**src/hdl/rledec_pkg.sv**
```systemverilog
// ----------------------------------------------------------------------------
// rledec_pkg
// Shared types and constants of the dual format run-length decoder.
// ----------------------------------------------------------------------------
`default_nettype none

package rledec_pkg;

   localparam int SYMBOL_BITS = 16;
   localparam int VALUE_BITS  = 16;
   localparam int RUN_BITS    = 15;
   localparam int QUEUE_DEPTH = 4;
   localparam int QPTR_BITS   = $clog2(QUEUE_DEPTH);
   localparam int QCNT_BITS   = $clog2(QUEUE_DEPTH + 1);

   localparam int HDR_REPEAT_BIT = 7;
   localparam int HDR_WIDE_BIT   = 6;

   typedef enum logic [3:0] {
      PH_HEADER  = 4'b0001,
      PH_COUNT   = 4'b0010,
      PH_REPEAT  = 4'b0100,
      PH_LITERAL = 4'b1000
   } phase_type;

   typedef struct packed {
      logic [VALUE_BITS-1:0] value;
      logic [RUN_BITS-1:0]   run_length;
      logic                  from_repeat;
   } rsp_type;

endpackage

`default_nettype wire

```
**src/hdl/rledec_front.sv**
```systemverilog
// ----------------------------------------------------------------------------
// rledec_front
// Classifies each coded symbol as selector, header, count byte or data symbol
// and turns data symbols into run descriptors.
// ----------------------------------------------------------------------------
`default_nettype none

module rledec_front (
   input  wire                                logic clock,
   input  wire                                logic reset,
   input  wire                                logic accept,
   input  wire logic [rledec_pkg::SYMBOL_BITS-1:0] symbol,
   input  wire                                logic stream_start,
   output                                     logic res_valid,
   output rledec_pkg::rsp_type                      res
);
   import rledec_pkg::*;

   phase_type           phase_ff, phase_in;
   logic                long_ff, long_in;
   logic                repeat_ff, repeat_in;
   logic [5:0]          count_high_ff, count_high_in;
   logic [RUN_BITS-1:0] left_ff, left_in;

   logic [7:0]          hdr;
   logic                hdr_rep;
   logic [RUN_BITS-1:0] offset;
   logic [RUN_BITS-1:0] left_dec;

   assign hdr      = symbol[7:0];
   assign hdr_rep  = hdr[HDR_REPEAT_BIT];
   assign offset   = hdr_rep ? RUN_BITS'(2) : RUN_BITS'(1);
   assign left_dec = left_ff - RUN_BITS'(1);

   always_comb begin
      phase_in       = phase_ff;
      long_in        = long_ff;
      repeat_in      = repeat_ff;
      count_high_in  = count_high_ff;
      left_in        = left_ff;
      res_valid      = 1'b0;
      res.value      = VALUE_BITS'(symbol);
      res.run_length = RUN_BITS'(1);
      res.from_repeat = 1'b0;
      if (accept) begin
         if (stream_start) begin
            long_in       = (symbol != '0);
            phase_in      = PH_HEADER;
            repeat_in     = 1'b0;
            count_high_in = '0;
            left_in       = '0;
         end else begin
            unique case (phase_ff)
               PH_HEADER: begin
                  repeat_in = hdr_rep;
                  if (!long_ff) begin
                     left_in  = RUN_BITS'(hdr[6:0]) + offset;
                     phase_in = hdr_rep ? PH_REPEAT : PH_LITERAL;
                  end else if (hdr[HDR_WIDE_BIT]) begin
                     count_high_in = hdr[5:0];
                     phase_in      = PH_COUNT;
                  end else begin
                     left_in  = RUN_BITS'(hdr[5:0]) + offset;
                     phase_in = hdr_rep ? PH_REPEAT : PH_LITERAL;
                  end
               end
               PH_COUNT: begin
                  left_in  = {1'b0, count_high_ff, hdr}
                             + (repeat_ff ? RUN_BITS'(2) : RUN_BITS'(1));
                  phase_in = repeat_ff ? PH_REPEAT : PH_LITERAL;
               end
               PH_REPEAT: begin
                  res_valid       = 1'b1;
                  res.run_length  = left_ff;
                  res.from_repeat = 1'b1;
                  left_in         = '0;
                  phase_in        = PH_HEADER;
               end
               PH_LITERAL: begin
                  res_valid = 1'b1;
                  left_in   = left_dec;
                  if (left_dec == '0) begin
                     phase_in = PH_HEADER;
                  end
               end
               default: begin
                  phase_in = PH_HEADER;
               end
            endcase
         end
      end
   end

   always_ff @(posedge clock) begin
      if (reset) begin
         phase_ff      <= PH_HEADER;
         long_ff       <= 1'b0;
         repeat_ff     <= 1'b0;
         count_high_ff <= '0;
         left_ff       <= '0;
      end else begin
         phase_ff      <= phase_in;
         long_ff       <= long_in;
         repeat_ff     <= repeat_in;
         count_high_ff <= count_high_in;
         left_ff       <= left_in;
      end
   end

endmodule

`default_nettype wire

```
**src/hdl/rledec_queue.sv**
```systemverilog
// ----------------------------------------------------------------------------
// rledec_queue
// Short register queue that holds run descriptors until the consumer takes
// them.
// ----------------------------------------------------------------------------
`default_nettype none

module rledec_queue (
   input  wire                 logic clock,
   input  wire                 logic reset,
   input  wire                 logic push,
   input  wire rledec_pkg::rsp_type  din,
   output                      logic full,
   input  wire                 logic pop,
   output                      logic empty,
   output rledec_pkg::rsp_type       dout
);
   import rledec_pkg::*;

   rsp_type              slot_ff [QUEUE_DEPTH];
   logic [QPTR_BITS-1:0] wr_ptr_ff, wr_ptr_in;
   logic [QPTR_BITS-1:0] rd_ptr_ff, rd_ptr_in;
   logic [QCNT_BITS-1:0] count_ff, count_in;
   logic                 do_push;
   logic                 do_pop;

   assign full    = (count_ff == QCNT_BITS'(QUEUE_DEPTH));
   assign empty   = (count_ff == '0);
   assign do_push = push && !full;
   assign do_pop  = pop && !empty;
   assign dout    = slot_ff[rd_ptr_ff];

   always_comb begin
      wr_ptr_in = do_push ? wr_ptr_ff + QPTR_BITS'(1) : wr_ptr_ff;
      rd_ptr_in = do_pop  ? rd_ptr_ff + QPTR_BITS'(1) : rd_ptr_ff;
      count_in  = count_ff;
      if (do_push && !do_pop) begin
         count_in = count_ff + QCNT_BITS'(1);
      end else if (do_pop && !do_push) begin
         count_in = count_ff - QCNT_BITS'(1);
      end
   end

   always_ff @(posedge clock) begin
      if (do_push) begin
         slot_ff[wr_ptr_ff] <= din;
      end
   end

   always_ff @(posedge clock) begin
      if (reset) begin
         wr_ptr_ff <= '0;
         rd_ptr_ff <= '0;
         count_ff  <= '0;
      end else begin
         wr_ptr_ff <= wr_ptr_in;
         rd_ptr_ff <= rd_ptr_in;
         count_ff  <= count_in;
      end
   end

endmodule

`default_nettype wire

```
**src/hdl/dual_format_rle_decoder_core.sv**
```systemverilog
// ----------------------------------------------------------------------------
// dual_format_rle_decoder_core
// Run-length decoder for a two-format PackBits-style code; emits one run
// descriptor per repeat run and one per literal symbol.
// ----------------------------------------------------------------------------
// A descriptor is written into the queue as its data symbol transfers in and
//    can show on the rsp ports from the next cycle.
// Throughput: one symbol per cycle while not full; the four-entry descriptor
//    queue sets how long the input keeps going while the consumer stalls.
// Reset clears the decoder state (short format, header expected) and the queue.
`default_nettype none

module dual_format_rle_decoder_core (
   input  wire logic                               clock,
   input  wire logic                               reset,
   input  wire logic                               req_push,
   output      logic                               req_full,
   input  wire logic [rledec_pkg::SYMBOL_BITS-1:0] req_symbol,
   input  wire logic                               req_stream_start,
   output      logic                               rsp_empty,
   input  wire logic                               rsp_pop,
   output      logic [rledec_pkg::VALUE_BITS-1:0]  rsp_value,
   output      logic [rledec_pkg::RUN_BITS-1:0]    rsp_run_length,
   output      logic                               rsp_from_repeat
);
   import rledec_pkg::*;

   logic    accept;
   logic    res_valid;
   rsp_type res;
   rsp_type head;

   assign accept = req_push && !req_full;

   rledec_front u_front (
      .clock        (clock),
      .reset        (reset),
      .accept       (accept),
      .symbol       (req_symbol),
      .stream_start (req_stream_start),
      .res_valid    (res_valid),
      .res          (res)
   );

   rledec_queue u_queue (
      .clock (clock),
      .reset (reset),
      .push  (res_valid),
      .din   (res),
      .full  (req_full),
      .pop   (rsp_pop),
      .empty (rsp_empty),
      .dout  (head)
   );

   assign rsp_value       = head.value;
   assign rsp_run_length  = head.run_length;
   assign rsp_from_repeat = head.from_repeat;

endmodule

`default_nettype wire

```
**config.mk**
```make
export PLATFORM = sky130hd
export DESIGN_NAME = dual_format_rle_decoder_core
export DESIGN_NICKNAME = d
export VERILOG_FILES = /design/src/hdl/rledec_pkg.sv /design/src/hdl/rledec_front.sv /design/src/hdl/rledec_queue.sv /design/src/hdl/dual_format_rle_decoder_core.sv
export SDC_FILE = /design/constraint.sdc
export NUM_CORES = 1
export LEC_CHECK = 0
export BUFFER_PORTS_ARGS = -buffer_cell sky130_fd_sc_hd__buf_4
export CORE_MARGIN = 1.5
export CORE_UTILIZATION = 33
export CTS_CLUSTER_DIAMETER = 120
export DETAILED_ROUTE_END_ITERATION = 8
export SETUP_SLACK_MARGIN = 0.02
export SLEW_MARGIN = 20
export SYNTH_ARGS = -nofsm -noshare
export SYNTH_HDL_FRONTEND = slang
export SYNTH_SLANG_ARGS = --single-unit
```
**constraint.sdc**
```tcl
create_clock -name clock -period 6.3 [get_ports clock]
set_input_delay 0.315 -clock clock [delete_from_list [all_inputs] [get_ports clock]]
set_output_delay 0.315 -clock clock [all_outputs]
set_load 0.03 [all_outputs]
```
==> out/qor.csv <==
stage;metric;value;unit
run_status;status;finished clean;
logic_synthesis;most common flop cell mapped by yosys;edfxtp_1;
floorplanning;Row Count;54;
place;placer congestion estimate;0.914;
finish;layout cells sized above 1;0.232;
setup_path;CP max-delay cell;a211oi_2;
logic_synthesis;syn nets;547;
power;Leakage;2.94;nW
clocking;CTS Sinks;164;
finish;Nets;603;
setup_path;CP top delay family;simple AND/OR/NAND/NOR gates;
setup_path;crit path buf inv count;1;
floorplanning;Core Region;0.0218;mm²
sta;Worst Skew;0.00814;ns
clocking;post-cts resize count;0;
routing;Antenna Nets Post-Route;0;
logic_synthesis;Mapped Area;0.00735;mm²
logic_synthesis;Synth area leader;edfxtp_1;
sta;RSZ-0062 raised after global routing;false;
clocking;Clock Tree Root;clkbuf_16;
grt;first-pass GRT wire length;25200;µm
sta;# setup viols final;0;
clocking;clk_lat worst skew;0.42;ns
finish;Area Growth Syn to Fin;17.0;%
grt;met2 GRT Util;0.223;
grt;M1 GR Usage;0.184;
grt;GR peak layer;met2;
finish;fillers;2021;
clocking;CTS buffer count;17;
logic_synthesis;Distinct cells, synth;65;
place;input/output buffers;54;
logic_synthesis;EDFF count, synth;128;
sta;min cycle time layout;2.96;ns
routing;via count;4549;
routing;Remaining DRCs;0;
sta;Fin Hold WS;0.105;ns
setup_path;critical path's largest stage delay;0.42;ns
clocking;CTS tree;built;
routing;Total Routed Length;15800;µm
floorplanning;num ports;55;
routing;DR WL/cell;18.4;µm
setup_path;critical path data required time;6.64;ns
min_path;worst hold path class;primary input to flop;
logic_synthesis;Async SR Flop Fraction;0;
sta;FMAX;0.338;GHz
finish;number of diodes;0;
sta;Least-Margin Pin Slew;0.967;ns
floorplanning;Die Area;0.0232;mm²
logic_synthesis;top-area cell type share of the netlist area;0.523;
setup_path;Max FO, Critical Path;9;
routing;DRT Pass-1 Iters;5;
floorplanning;initial core utilization;0.337;
routing;starting DRC count in detailed routing;337;
floorplanning;Die W;152;µm
floorplanning;Die Y;152;µm
setup_path;Startpoint Class;flop;
sta;final hold vios;0;
finish;Core Util, Final;0.394;
grt;initial antenna violation count;0;
logic_synthesis;Synth Instances;512;
power;overall power;0.00284;W
clocking;Bufs on Longest Clock Path;2;
place;DP HPWL;10500;µm
grt;grt met3 use;0.0387;
clocking;H-tree levels;4;
setup_path;Data arrival, critical path;3.30;ns
logic_synthesis;Synth Register Bits;164;
sta;period utilisation layout;0.470;
sta;max-slew violation count;0;
grt;Overflow after GRT;0;
routing;via/cell ratio;5.28;
grt;largest net degree at the start of global routing;33;
sta;sum of negative setup slack;0;ns
setup_path;crit end category;flop;
logic_synthesis;Mean Syn Cell Area;14.4;µm²
power;pwr dens;330;mW/mm²
setup_path;CP Class;flop to flop;
setup_path;crit-path cells;or3b_2 -> and2_1 -> nand2_2 -> a211oi_2 -> ha_1 -> inv_1 -> fa_1 -> xor2_1 -> or3_1 -> a21oi_1;
clocking;Clock transition at path regs;0.06;ns
logic_synthesis;Yosys warnings;0;
logic_synthesis;post-synthesis sequential area ratio;0.621;
grt;vias in the first global route;4561;
clocking;post-CTS setup buffer count;0;
logic_synthesis;dominant cells by area after synthesis;edfxtp_1 52%, dfxtp_1 9.8%, mux4_2 9.8%;
sta;Rel. slew slack;0.350;
power;IR drop worst, VDD;166;µV
clocking;# hold bufs at CTS;0;
grt;GRT Util Overall;0.139;
job;Max-Cap Viols;0;
-- cell usage in the layout, fill, tap and decap left out, types with 15 or more instances in the layout --
master,n
mux4_2,32
inv_1,19
nor2_1,29
dfxtp_1,35
nand2_1,22
clkbuf_16,17
edfxtp_1,128
o21ai_0,19
a21oi_1,15
and2_1,17
buf_4,60
-- cell usage after synthesis (10+ instances only) --
master	number
a21oi_1	15
a22o_1	11
and2_1	17
clkbuf_1	10
dfxtp_1	36
edfxtp_1	128
ha_1	11
inv_1	19
mux4_2	32
nand2_1	22
nand3_1	11
nor2_1	29
o21ai_0	19
xnor2_1	10
xor2_1	14
-- final timing paths --
check | start | endpoint | slack (ns) | cells after the start
worst max-delay path | u_queue.count_ff[0] | u_queue.count_ff[2] | 3.34 | 10
worst min-delay path | req_symbol[14] | u_queue.slot_ff[3][30] | 0.10 | 1
worst max register to register | u_queue.count_ff[0] | u_queue.count_ff[2] | 3.34 | 10
worst min register to register | u_front.left_ff[0] | u_front.left_ff[0] | 0.51 | 2
-- where the power goes --
group / leakage (nW) / internal, W / switching, W
registers: 1.46 / 0.00118 / 0.0000280
logic: 1.20 / 0.000269 / 0.000389
clock network: 0.272 / 0.000547 / 0.000421
-- cells by family (layout without fill, tap and decap cells) --
kind of cell | after synthesis | after routing | synth area share
DFF | 164 | 164 | 0.621
and+or+nand+nor | 141 | 141 | 0.110
AOI/OAI and AO/OA | 92 | 92 | 0.0869
buffers and inverters | 42 | 111 | 0.0250
muxes | 35 | 35 | 0.102
xor gates and xnor gates | 24 | 24 | 0.0286
adders and majority gates | 14 | 14 | 0.0269
-- worst reg2reg max path: cells and delay by family, from the launching register on --
family | cells | cell delay [ns]
AO/OA/AOI/OAI | 2 | 0.58
adder cells (fa/ha/maj) | 2 | 0.65
buffers and inverters | 1 | 0.06
AND/OR/NAND/NOR | 4 | 1.00
XOR/XNOR | 1 | 0.18
flip-flops | 1 | 0.41
-- cell type report --
cell class                 instances  area [µm²]  share of cell area
inverter                          19        71.3             0.00829
tap                              280         350              0.0407
multi-input combinational        306        2610               0.304
clock buffer                      18         429              0.0499
sequential                       164        4570               0.531
clock inverter                    14         124              0.0144
timing repair buffer              60         450              0.0524
-- layer usage --
metal  part of all wire  up-vias
met2               0.48      153
met4              0.012        0
met3              0.064       15
met1               0.44     2265
li1                   -     2116
met5                  0        -
-- per-stage QoR --
step	instances	instance area [µm²]	setup WS, ns
after floorplan	512	7350	3.72
after global placement	829	8050	3.49
after detailed placement	829	8050	3.37
after CTS	861	8600	3.33
after global routing	861	8600	3.14
final	861	8600	3.34
-- registers in the layout, summed over array words and instances, names as in the netlist, named ones only --
register               count
u_front.phase_ff           4
u_queue.count_ff           3
u_front.long_ff            1
u_front.count_high_ff      6
u_queue.rd_ptr_ff          2
u_front.left_ff           15
u_queue.wr_ptr_ff          2
u_queue.slot_ff          128
u_front.repeat_ff          1
Note: power is estimated with default switching activity, not from simulation.
